### src/lfpid_pkg.sv
`timescale 1ns / 1ps
`default_nettype none
// ----------------------------------------------------------------------------
// lfpid_pkg
// shared widths, register indexes and reset values of the line follower drive
// ----------------------------------------------------------------------------
package lfpid_pkg;

  // field widths
  localparam int unsigned ERR_W      = 12;
  localparam int unsigned SAMPLE_W   = 10;
  localparam int unsigned GAIN_W     = 16;
  localparam int unsigned SPEED_W    = 8;
  localparam int unsigned LEVEL_W    = 10;
  localparam int unsigned DRIVE_W    = 9;
  localparam int unsigned SUM_W      = 32;

  // sensor fields carried on the input channel, and how many are examined
  localparam int unsigned NUM_IR_FIELDS = 5;
  localparam int unsigned SENSOR_COUNT  = 5;

  // default fraction bits of the gains
  localparam int unsigned GAIN_FRAC_BITS = 8;

  // channel widths
  localparam int unsigned IN_TDATA_W  = 64;
  localparam int unsigned OUT_TDATA_W = 24;
  localparam int unsigned CFG_IDX_W   = 3;
  localparam int unsigned CFG_DATA_W  = 16;

  typedef logic [CFG_IDX_W-1:0] cfg_idx_t;

  // register indexes
  localparam cfg_idx_t REG_PROP_GAIN    = 3'd0;
  localparam cfg_idx_t REG_INTEG_GAIN   = 3'd1;
  localparam cfg_idx_t REG_DERIV_GAIN   = 3'd2;
  localparam cfg_idx_t REG_BASE_SPEED   = 3'd3;
  localparam cfg_idx_t REG_SEARCH_SPEED = 3'd4;
  localparam cfg_idx_t REG_BLACK_LEVEL  = 3'd5;
  localparam cfg_idx_t REG_DRIVE_LIMIT  = 3'd6;

  // reset values
  localparam logic [GAIN_W-1:0]  PROP_GAIN_RST    = 16'd896;
  localparam logic [GAIN_W-1:0]  INTEG_GAIN_RST   = 16'd0;
  localparam logic [GAIN_W-1:0]  DERIV_GAIN_RST   = 16'd0;
  localparam logic [SPEED_W-1:0] BASE_SPEED_RST   = 8'd120;
  localparam logic [SPEED_W-1:0] SEARCH_SPEED_RST = 8'd120;
  localparam logic [LEVEL_W-1:0] BLACK_LEVEL_RST  = 10'd600;
  localparam logic [SPEED_W-1:0] DRIVE_LIMIT_RST  = 8'd150;

endpackage : lfpid_pkg
`default_nettype wire

### src/line_follow_pid_drive_unit.sv
`timescale 1ns / 1ps
`default_nettype none
// ----------------------------------------------------------------------------
// line_follow_pid_drive_unit
// pid steering of a line follower with differential wheel drives
// ----------------------------------------------------------------------------
// usage
//   in_*  : one sensor frame per request, line error and reflectance samples
//   out_* : one drive request per frame, left/right wheel drive and lost flag
//   cfg_* : register writes, always ready, only while no frame is in flight;
//   the user must keep to this, the block does not enforce it
// pipeline : out_tvalid is set after five register stages (input register,
//   integral/state stage, multiply stage, sum stage, output register)
// throughput : one frame per cycle while out_tready does not stall the pipe;
//   the integral and last error live in one stage and are updated as a frame
//   enters stage 1, so each frame sees the state left by the one before
// reset : rst_n low empties the pipe, clears integral and last error and
//   loads the default gains, speeds, black level and drive limit
// stall : a stage that holds data keeps it while the next stage is full and
//   stalled; empty stages still take data, so in_tready drops only once
//   every stage is occupied behind a stalled out_tready
// ----------------------------------------------------------------------------
module line_follow_pid_drive_unit #(
  parameter int unsigned GAIN_FRAC_BITS = lfpid_pkg::GAIN_FRAC_BITS
) (
  input  wire                                  clk,
  input  wire                                  rst_n,
  // input frame: line_error[11:0], ir_sample_0..4 [21:12]..[61:52], zero pad
  input  wire                                  in_tvalid,
  output logic                                 in_tready,
  input  wire  [lfpid_pkg::IN_TDATA_W-1:0]     in_tdata,
  // result: left_drive[8:0], right_drive[17:9], zero pad
  output logic                                 out_tvalid,
  input  wire                                  out_tready,
  output logic [lfpid_pkg::OUT_TDATA_W-1:0]    out_tdata,
  // result kind: line_lost[0]
  output logic                                 out_tuser,
  // register write channel
  input  wire                                  cfg_valid,
  output logic                                 cfg_ready,
  input  wire  [lfpid_pkg::CFG_IDX_W-1:0]      cfg_index,
  input  wire  [lfpid_pkg::CFG_DATA_W-1:0]     cfg_data
);

  localparam int unsigned ERR_W    = lfpid_pkg::ERR_W;
  localparam int unsigned SAMPLE_W = lfpid_pkg::SAMPLE_W;
  localparam int unsigned GAIN_W   = lfpid_pkg::GAIN_W;
  localparam int unsigned SPEED_W  = lfpid_pkg::SPEED_W;
  localparam int unsigned LEVEL_W  = lfpid_pkg::LEVEL_W;
  localparam int unsigned DRIVE_W  = lfpid_pkg::DRIVE_W;
  localparam int unsigned SUM_W    = lfpid_pkg::SUM_W;
  localparam int unsigned NUM_IR   = lfpid_pkg::NUM_IR_FIELDS;
  // only the first sensors, up to the fields carried, are looked at
  localparam int unsigned NUM_SENSE = (lfpid_pkg::SENSOR_COUNT < NUM_IR) ?
                                      lfpid_pkg::SENSOR_COUNT : NUM_IR;
  // product widths: unsigned gain (plus sign) times signed operand
  localparam int unsigned PW = GAIN_W + 1 + ERR_W;
  localparam int unsigned IW = GAIN_W + 1 + SUM_W;
  localparam int unsigned DW = GAIN_W + 1 + ERR_W + 1;
  // drive accumulator, headroom for three products and the base
  localparam int unsigned AW = IW + 3;
  localparam int unsigned PAD_W = lfpid_pkg::OUT_TDATA_W - 2 * DRIVE_W;

  // --------------------------------------------------------------------------
  // configuration registers
  // --------------------------------------------------------------------------
  logic [GAIN_W-1:0]  prop_gain_r, integ_gain_r, deriv_gain_r;
  logic [SPEED_W-1:0] base_speed_r, search_speed_r, drive_limit_r;
  logic [LEVEL_W-1:0] black_level_r;

  assign cfg_ready = 1'b1;

  always_ff @(posedge clk) begin
    if (!rst_n) begin
      prop_gain_r    <= lfpid_pkg::PROP_GAIN_RST;
      integ_gain_r   <= lfpid_pkg::INTEG_GAIN_RST;
      deriv_gain_r   <= lfpid_pkg::DERIV_GAIN_RST;
      base_speed_r   <= lfpid_pkg::BASE_SPEED_RST;
      search_speed_r <= lfpid_pkg::SEARCH_SPEED_RST;
      black_level_r  <= lfpid_pkg::BLACK_LEVEL_RST;
      drive_limit_r  <= lfpid_pkg::DRIVE_LIMIT_RST;
    end else if (cfg_valid && cfg_ready) begin
      unique case (cfg_index)
        lfpid_pkg::REG_PROP_GAIN:    prop_gain_r    <= cfg_data[GAIN_W-1:0];
        lfpid_pkg::REG_INTEG_GAIN:   integ_gain_r   <= cfg_data[GAIN_W-1:0];
        lfpid_pkg::REG_DERIV_GAIN:   deriv_gain_r   <= cfg_data[GAIN_W-1:0];
        lfpid_pkg::REG_BASE_SPEED:   base_speed_r   <= cfg_data[SPEED_W-1:0];
        lfpid_pkg::REG_SEARCH_SPEED: search_speed_r <= cfg_data[SPEED_W-1:0];
        lfpid_pkg::REG_BLACK_LEVEL:  black_level_r  <= cfg_data[LEVEL_W-1:0];
        lfpid_pkg::REG_DRIVE_LIMIT:  drive_limit_r  <= cfg_data[SPEED_W-1:0];
        default: ; // unused index, write dropped
      endcase
    end
  end

  // --------------------------------------------------------------------------
  // pipeline flow control: a stage loads when empty or when it drains
  // --------------------------------------------------------------------------
  logic s0_v_r, s1_v_r, s2_v_r, s3_v_r, out_v_r;
  logic rdy0, rdy1, rdy2, rdy3, rdy_out;
  logic in_acc;

  assign rdy_out   = !out_v_r || out_tready;
  assign rdy3      = !s3_v_r  || rdy_out;
  assign rdy2      = !s2_v_r  || rdy3;
  assign rdy1      = !s1_v_r  || rdy2;
  assign rdy0      = !s0_v_r  || rdy1;
  assign in_tready = rdy0;
  assign in_acc    = in_tvalid && rdy0;

  always_ff @(posedge clk) begin
    if (!rst_n) begin
      s0_v_r  <= 1'b0;
      s1_v_r  <= 1'b0;
      s2_v_r  <= 1'b0;
      s3_v_r  <= 1'b0;
      out_v_r <= 1'b0;
    end else begin
      if (rdy0)    s0_v_r  <= in_acc;
      if (rdy1)    s1_v_r  <= s0_v_r;
      if (rdy2)    s2_v_r  <= s1_v_r;
      if (rdy3)    s3_v_r  <= s2_v_r;
      if (rdy_out) out_v_r <= s3_v_r;
    end
  end

  // --------------------------------------------------------------------------
  // stage 0: input register, frame unpacked
  // --------------------------------------------------------------------------
  logic signed [ERR_W-1:0] s0_err_r;
  logic [SAMPLE_W-1:0]     s0_smp_r [NUM_IR];

  always_ff @(posedge clk) begin
    if (rdy0) begin
      s0_err_r <= $signed(in_tdata[ERR_W-1:0]);
      for (int i = 0; i < NUM_IR; i++) begin
        s0_smp_r[i] <= in_tdata[ERR_W + SAMPLE_W * i +: SAMPLE_W];
      end
    end
  end

  // --------------------------------------------------------------------------
  // stage 1: black detect, saturating integral, derivative, state update
  // --------------------------------------------------------------------------
  logic signed [SUM_W-1:0] err_sum_r, err_sum_nxt;
  logic signed [ERR_W-1:0] last_err_r;
  logic                    lost_nxt;
  logic signed [SUM_W:0]   sum_wide;
  logic signed [ERR_W:0]   diff_nxt;
  logic                    spin_pos_nxt;
  logic                    state_upd;

  always_comb begin
    lost_nxt = 1'b1;
    for (int i = 0; i < NUM_SENSE; i++) begin
      if (s0_smp_r[i] > black_level_r) lost_nxt = 1'b0;
    end
  end

  always_comb begin
    sum_wide = $signed({err_sum_r[SUM_W-1], err_sum_r}) + (SUM_W + 1)'(s0_err_r);
    // clip at the 32-bit signed limits on overflow
    if (sum_wide[SUM_W] != sum_wide[SUM_W-1]) begin
      err_sum_nxt = sum_wide[SUM_W] ? {1'b1, {(SUM_W - 1){1'b0}}}
                                    : {1'b0, {(SUM_W - 1){1'b1}}};
    end else begin
      err_sum_nxt = sum_wide[SUM_W-1:0];
    end
  end

  assign diff_nxt     = (ERR_W + 1)'(s0_err_r) - (ERR_W + 1)'(last_err_r);
  // spin toward the side of the last error: positive runs the right wheel
  // forward and the left wheel back
  assign spin_pos_nxt = !last_err_r[ERR_W-1] && (last_err_r != '0);
  assign state_upd    = rdy1 && s0_v_r && !lost_nxt;

  always_ff @(posedge clk) begin
    if (!rst_n) begin
      err_sum_r  <= '0;
      last_err_r <= '0;
    end else if (state_upd) begin
      err_sum_r  <= err_sum_nxt;
      last_err_r <= s0_err_r;
    end
  end

  logic signed [ERR_W-1:0] s1_err_r;
  logic signed [SUM_W-1:0] s1_sum_r;
  logic signed [ERR_W:0]   s1_diff_r;
  logic                    s1_lost_r, s1_spin_pos_r;

  always_ff @(posedge clk) begin
    if (rdy1) begin
      s1_err_r      <= s0_err_r;
      s1_sum_r      <= err_sum_nxt;
      s1_diff_r     <= diff_nxt;
      s1_lost_r     <= lost_nxt;
      s1_spin_pos_r <= spin_pos_nxt;
    end
  end

  // --------------------------------------------------------------------------
  // stage 2: the three gain products
  // --------------------------------------------------------------------------
  logic signed [PW-1:0] s2_p_r;
  logic signed [IW-1:0] s2_i_r;
  logic signed [DW-1:0] s2_d_r;
  logic                 s2_lost_r, s2_spin_pos_r;

  always_ff @(posedge clk) begin
    if (rdy2) begin
      s2_p_r        <= $signed({1'b0, prop_gain_r})  * s1_err_r;
      s2_i_r        <= $signed({1'b0, integ_gain_r}) * s1_sum_r;
      s2_d_r        <= $signed({1'b0, deriv_gain_r}) * s1_diff_r;
      s2_lost_r     <= s1_lost_r;
      s2_spin_pos_r <= s1_spin_pos_r;
    end
  end

  // --------------------------------------------------------------------------
  // stage 3: scaled base minus / plus the correction
  // --------------------------------------------------------------------------
  logic signed [AW-1:0] base_s, corr;
  logic signed [AW-1:0] s3_left_r, s3_right_r;
  logic                 s3_lost_r, s3_spin_pos_r;

  assign base_s = $signed(AW'({base_speed_r, {GAIN_FRAC_BITS{1'b0}}}));
  assign corr   = AW'(s2_p_r) + AW'(s2_i_r) + AW'(s2_d_r);

  always_ff @(posedge clk) begin
    if (rdy3) begin
      s3_left_r     <= base_s - corr;
      s3_right_r    <= base_s + corr;
      s3_lost_r     <= s2_lost_r;
      s3_spin_pos_r <= s2_spin_pos_r;
    end
  end

  // --------------------------------------------------------------------------
  // output stage: drop fraction toward zero, clamp, or pick the search spin
  // --------------------------------------------------------------------------
  function automatic logic [DRIVE_W-1:0] trunc_clamp(
    input logic signed [AW-1:0]  x,
    input logic [SPEED_W-1:0]    lim
  );
    logic signed [AW-1:0] q;
    logic signed [AW-1:0] lim_s;
    logic [DRIVE_W-1:0]   res;
    q     = x >>> GAIN_FRAC_BITS;
    // floor shift, bumped up for negatives with a fraction left over
    if (x[AW-1] && (x[GAIN_FRAC_BITS-1:0] != '0)) q = q + AW'(1);
    lim_s = $signed(AW'(lim));
    if (q > lim_s) begin
      res = DRIVE_W'(lim);
    end else if (q < -lim_s) begin
      res = -DRIVE_W'(lim);
    end else begin
      res = q[DRIVE_W-1:0];
    end
    return res;
  endfunction

  logic [DRIVE_W-1:0] spin_fwd, spin_rev;
  logic [DRIVE_W-1:0] left_nxt, right_nxt;
  logic [DRIVE_W-1:0] out_left_r, out_right_r;
  logic               out_lost_r;

  assign spin_fwd = DRIVE_W'(search_speed_r);
  assign spin_rev = -DRIVE_W'(search_speed_r);

  always_comb begin
    if (s3_lost_r) begin
      left_nxt  = s3_spin_pos_r ? spin_rev : spin_fwd;
      right_nxt = s3_spin_pos_r ? spin_fwd : spin_rev;
    end else begin
      left_nxt  = trunc_clamp(s3_left_r, drive_limit_r);
      right_nxt = trunc_clamp(s3_right_r, drive_limit_r);
    end
  end

  always_ff @(posedge clk) begin
    if (rdy_out) begin
      out_left_r  <= left_nxt;
      out_right_r <= right_nxt;
      out_lost_r  <= s3_lost_r;
    end
  end

  assign out_tvalid = out_v_r;
  assign out_tdata  = {{PAD_W{1'b0}}, out_right_r, out_left_r};
  assign out_tuser  = out_lost_r;

`ifndef SYNTHESIS
  // search spin is always symmetric
  a_spin_symmetric: assert property (@(posedge clk) disable iff (!rst_n)
    out_v_r && out_lost_r |-> $signed(out_left_r) == -$signed(out_right_r))
    else $error("search spin drives not opposite");

  // reset empties the whole pipe
  a_reset_empty: assert property (@(posedge clk)
    !rst_n |=> !s0_v_r && !s1_v_r && !s2_v_r && !s3_v_r && !out_v_r)
    else $error("pipe not empty after reset");

  // a lost-line frame leaves integral and last error alone
  a_lost_keeps_state: assert property (@(posedge clk) disable iff (!rst_n)
    s0_v_r && rdy1 && lost_nxt |=> $stable(err_sum_r) && $stable(last_err_r))
    else $error("state changed on lost line");

  // integral only moves when a frame enters stage 1
  a_sum_moves_on_frame: assert property (@(posedge clk) disable iff (!rst_n)
    !(s0_v_r && rdy1) |=> $stable(err_sum_r))
    else $error("integral changed without a frame");
`endif

endmodule : line_follow_pid_drive_unit
`default_nettype wire
### config.mk
export PLATFORM = sky130hd
export DESIGN_NAME = line_follow_pid_drive_unit
export DESIGN_NICKNAME = d
export VERILOG_FILES = /design/src/lfpid_pkg.sv /design/src/line_follow_pid_drive_unit.sv
export SDC_FILE = /design/constraint.sdc
export NUM_CORES = 2
export LEC_CHECK = 0
export BUFFER_PORTS_ARGS = -buffer_cell sky130_fd_sc_hd__buf_2
export CORE_UTILIZATION = 40
export CTS_BUF_LIST = sky130_fd_sc_hd__clkbuf_8 sky130_fd_sc_hd__clkbuf_16
export DETAILED_ROUTE_END_ITERATION = 8
export SYNTH_ARGS = -nofsm -noshare
export SYNTH_HDL_FRONTEND = slang
export SYNTH_SLANG_ARGS = --single-unit
### constraint.sdc
create_clock -name clk -period 14.1 [get_ports clk]
set_clock_uncertainty 0.15 [all_clocks]
set_input_delay 2.115 -clock clk [delete_from_list [all_inputs] [get_ports clk]]
set_output_delay 2.115 -clock clk [all_outputs]
set_load 0.01 [all_outputs]
# Word-level counts from Yosys, hierarchy flattened
# Memories as Yosys holds them, arrays and structs flattened.
# Cells that the tools add are included.
# totals
in_bits	88
mem_count	1
ramBits	50
regBits	437
# memory_table
name	depth	width	read_ports	rd_ports_with_merged_regs	write_ports	line	text
s0_smp_r	5	10	5	0	5	line_follow_pid_drive_unit.sv:131	logic [SAMPLE_W-1:0] s0_smp_r [NUM_IR];
# classes
n_lt_le_gt_ge	9
n_mux	21
multipliers	3
eq_ne	7
n_addsub	11
n_reduce_logical	29
# op_table
op	n
2-to-1 mux 52 bit	4
> comparator 52 x 9 -> 1 bit	2
< comparator 52 bit	2
adder 44 x 2 -> 45 bit, second input constant	2
2-to-1 mux 9 bit	8
2-to-1 mux 32 bit	2
adder 17 x 51 -> 52 bit	1
negator 8 -> 52 bit	1
subtractor 17 x 51 -> 52 bit	1
adder 50 x 30 -> 51 bit	1
adder 29 x 49 -> 50 bit	1
> comparator 10 bit	5
multiplier 17 x 32 -> 49 bit	1
adder 32 x 12 -> 33 bit	1
multiplier 17 x 13 -> 30 bit	1
multiplier 17 x 12 -> 29 bit	1
negator 8 -> 9 bit	2
nonzero test 8 bit	2
AND reduction 2 bit	7
subtractor 12 x 12 -> 13 bit	1
nonzero test 12 bit	1
equality test 3 bit, second input constant	3
zero test 1 bit	7
2-to-1 mux 1 bit	7
6 further kinds	16

# Longest topological paths before layout
# An unclocked memory read counts as a cell.
# logic_depth
depth_word	9
mapped_depth	26
mapped_depth_nobuf	25

# Worst setup path after synthesis
# OpenSTA, ideal clock, no wires.
# synth_timing
kind	input-to-output
startpoint	in out_tready
endpoint	out in_tready
required_time_ps	11835
cell_stages	5
path_buffers	0
path_slack_ps	5307
arrival_time_ps	6528
cell_sequence	nor2b_1 -> and2_1 -> nand2_1 -> nor2_1 -> nand2_1
# synth_via
elab_chain_len	5
# synth_rtl
element	line	text
from (decl)	line_follow_pid_drive_unit.sv:34	input wire out_tready,
logical OR 1 bit	line_follow_pid_drive_unit.sv:103	assign rdy_out = !out_v_r || out_tready;
logical OR 1 bit	line_follow_pid_drive_unit.sv:104	assign rdy3 = !s3_v_r || rdy_out;
logical OR 1 bit	line_follow_pid_drive_unit.sv:105	assign rdy2 = !s2_v_r || rdy3;
net rdy2	line_follow_pid_drive_unit.sv:100	logic rdy0, rdy1, rdy2, rdy3, rdy_out;
logical OR 1 bit	line_follow_pid_drive_unit.sv:106	assign rdy1 = !s1_v_r || rdy2;
logical OR 1 bit	line_follow_pid_drive_unit.sv:107	assign rdy0 = !s0_v_r || rdy1;
to (decl)	line_follow_pid_drive_unit.sv:30	output logic in_tready,
# The timed path passes the listed nets, and every way through them passes these cells.

# Worst setup path in the final report
# layout_timing
startpoint	reg integ_gain_r[10]
endpoint	reg s2_i_r[47], data pin
# layout_via
elab_chain_len	1
# layout_rtl
element	line	text
from (decl)	line_follow_pid_drive_unit.sv:67	logic [GAIN_W-1:0] prop_gain_r, integ_gain_r, deriv_gain_r;
from (signal assigned)	line_follow_pid_drive_unit.sv:76	integ_gain_r <= lfpid_pkg::INTEG_GAIN_RST;
from (signal assigned)	line_follow_pid_drive_unit.sv:85	lfpid_pkg::REG_INTEG_GAIN: integ_gain_r <= cfg_data[GAIN_W-1:0];
multiplier 17 x 32 -> 49 bit	line_follow_pid_drive_unit.sv:213	s2_i_r <= $signed({1'b0, integ_gain_r}) * s1_sum_r;
to (signal assigned)	line_follow_pid_drive_unit.sv:213	
to (decl)	line_follow_pid_drive_unit.sv:206	logic signed [IW-1:0] s2_i_r;
# Every way passes these cells.
# A chain may end at the register's enable or synchronous reset.

==> metrics <==
run status=finished with violations; violated checks=DRC; maximum operating frequency=123.7 MHz; TritonCTS buffer count=57; share of cells above drive strength 1=5.397%; pwr dens=150.7 mW/mm^2; drt first pass iters=8; max-cap viol count=0; Slew @ Worst Pin=1186 ps; Final period util=57.32%; overall die width=396.9 um; simple-gate share of the synthesized area=16.57%; final hold vios=0; Die Ht=396.9 um; Syn Inst Count=6645; Routed WL=160.5 mm; post-synth top area cell=fa_1; post-CTS setup buffers=0; average cell area after synthesis=9.389 sq um; maximum VDD drop=193.6 uV; R2R cell count=21; CP Class=reg -> reg; hold wc startpoint=s2_spin_pos_r$_DFFE_PP_; worst setup path startpoint=integ_gain_r[10]$_SDFFE_PN0P_; TritonCTS clock tree=yes; worst r2r dst=s2_i_r[47]$_DFFE_PP_; xor/xnor share of the synthesized area=4.801%; Ys Warns=0; die area=0.1576 sq mm; initial antenna violation count=3; total number of vias=45930; row count=144; FF+latch count, synth=486; post-cts resize count=0; EDFF count, synth=355; crit start category=register; CP cell instances=nand2_1, fa_1, inv_1, fa_1, fa_1, fa_1, fa_1, inv_1, fa_1, inv_1, ha_1, nand3_1, nor2_1, nand3_1, o41ai_1, o21ai_0, nand3_1, nand2_1, o311ai_0, a41oi_1, xnor2_1; nets@finish=8131; initial core utilization=40.40%; Clock transition at path regs=70 ps; setup tns final=0 ps; number of global-route vias before repair=47210; Final ANT Viol Nets=0; first-pass GRT wire length=259.5 mm; # hold bufs at CTS=0; Clock Tree Root=clkbuf_16; total power=10.09 mW; most used cell, CP=fa_1; First DRT Iteration DRCs=2869; Static Leak=31.35 nW; io pins=116; Worst Path Arrival=8340 ps; clock tree buffer depth=3; global placement routability congestion=0.9011; HPWL after detailed placement=126.0 mm; H-tree Lvls=2; post-synthesis compound-gate area fraction=10.05%; RSZ-0062 raised after global routing=false; Via density=5.269; core area=0.1544 sq mm; area grow syn2layout=7.290%; largest net degree at the start of global routing=85; # setup viols final=0; slowest CP cell=dfxtp_2; Crit. End Element=register; design area=0.06694 sq mm; reg2reg start=integ_gain_r[10]$_SDFFE_PN0P_; post-synthesis mux area share=0.6057%; R2R Setup Slk=6020 ps; Synth cell types=105; Synth Area in Adders=38.67%; Synth Cell Area=0.06239 sq mm; clock sink count=486; Hold Path Class=reg -> reg; DR WL/cell=18.42 um; main combinational cell family by area after synthesis=adder cells; Crit path required time=14360 ps; Max stage delay on crit path=920 ps; fin. max-slew vios=0; Slew headroom=20.95%; gr usage total=20.74%; crit path capture=s2_i_r[47]$_DFFE_PP_; DP Area=0.06495 sq mm; sequential-to-total area share from yosys stat=21.29%; clock insertion delay at the later pin of the skew report=690 ps; drc violations=18; PortBufs=106; crit-path max FO=33; share of the synthesized area in the top cell type=26.86%; Synth async-reset ratio=0%; min cycle time layout=8082 ps; commonest register cell after synthesis=edfxtp_1; grt ovf=0; Area contributors post-synth=fa_1 27%, edfxtp_1 17%, ha_1 12%
cell families (layout without fill, tap and decap cells):
| family | count (synthesis) | after routing |
|---|---|---|
| flip-flops | 486 | 486 |
| other | 2 | 10 |
| AO/OA/AOI/OAI | 951 | 951 |
| XOR/XNOR | 342 | 342 |
| buffers and inverters | 1314 | 1334 |
| multiplexers | 36 | 36 |
| adder cells (fa/ha/maj) | 1427 | 1427 |
| AND/OR/NAND/NOR | 2087 | 2087 |
sequential cells by signal (all words and copies together), names as in the netlist, 29 cells and up:
name and flops:
s3_left_r 52, s2_i_r 49, s2_p_r 29, err_sum_r 32, s1_sum_r 32, s0_smp_r 50, s3_right_r 51, s2_d_r 30
power by group:
group	switching (mW)	total (mW)	internal, mW
Clock	0.659	1.57	0.906
Combinational	3.53	5.77	2.23
Sequential	0.578	2.76	2.18
Total	4.77	10.1	5.32
worst max-delay path, delay by kind of cell (launching register included):
family | cells | cell delay (ps)
adder cells (fa/ha/maj) | 7 | 3600
buffers and inverters | 3 | 180
AND/OR/NAND/NOR | 6 | 1040
XOR/XNOR | 1 | 160
flip-flops | 1 | 920
AO/OA/AOI/OAI | 4 | 1800
cells in the mapped netlist (21+ instances only):
| cell | n |
|---|---|
| and4_1 | 21 |
| a31oi_1 | 29 |
| mux2i_1 | 22 |
| nand3_1 | 120 |
| nor2_1 | 228 |
| xnor2_1 | 243 |
| o21ai_0 | 159 |
| nand2_1 | 863 |
| a21o_1 | 120 |
| and2_1 | 388 |
| o211ai_1 | 26 |
| or3_1 | 27 |
| fa_1 | 837 |
| nand2b_1 | 56 |
| o21a_1 | 59 |
| edfxtp_1 | 355 |
| nand4_1 | 73 |
| xor2_1 | 99 |
| a211oi_1 | 27 |
| ha_1 | 585 |
| o21bai_1 | 28 |
| a21oi_1 | 287 |
| inv_1 | 1074 |
| o31ai_1 | 23 |
| clkbuf_1 | 209 |
| nor2b_1 | 57 |
| nor3_1 | 81 |
| nor4_1 | 31 |
| and3_1 | 55 |
| dfxtp_1 | 131 |
cells in the final DEF (no fill, tap or decap), types with 56 or more instances in the layout:
cell and count:
and2_1 388, ha_1 585, o21ai_0 159, clkbuf_16 57, nand4_1 73, nor2b_1 57
a21o_1 120, a21oi_1 287, xnor2_1 243, o21a_1 59, dfxtp_1 123, inv_1 1082
nand3_1 120, nand2b_1 56, nand2_1 861, nor3_1 78, xor2_1 99, fa_1 837
buf_2 106, nor2_1 225, edfxtp_1 355
area by class of cell:
class                   instances  area (sq um)
clock buffers                  63          1509
well taps                    2044          2557
inverters                    1075          4038
repair buffers                151         868.3
diodes                          3         7.507
fillers                     14880         87470
clock inverters                45         471.7
flip-flops and latches        486         13290
multi-input cells            4850         44190
worst min-delay path by stage:
stage	cells past startpoint	slack, ps	to
global placement	0	260	s3_lost_r$_DFFE_PP_
detailed placement	0	260	s3_spin_pos_r$_DFFE_PP_
floorplan	0	250	s2_lost_r$_DFFE_PP_
CTS	0	270	s3_spin_pos_r$_DFFE_PP_
finish	0	270	s3_spin_pos_r$_DFFE_PP_
global route	0	270	s3_spin_pos_r$_DFFE_PP_
metal layers:
metal / track usage (%) / share of wire (%) / vias up
met5: 0 / 0 / -
met4: 4.999 / 2.4 / 0
met3: 2.933 / 5.6 / 231
met2: 33.80 / 45 / 1151
met1: 28.99 / 46 / 22870
li1: - / - / 21670
per-stage QoR:
stage          hold WS [ps]  instances  setup WS (ps)  util (%)
4_1_cts               268.8       8714           6057     43.34
6_report              270.8       8717           6018     43.35
5_1_grt               271.7       8714           5614     43.34
3_5_place_dp          264.7       8606           6063     42.06
2_1_floorplan         250.3       6650           5307         -
3_3_place_gp          255.8       8606           6147     42.06
No activity file was read; power rests on OpenSTA's default activity.
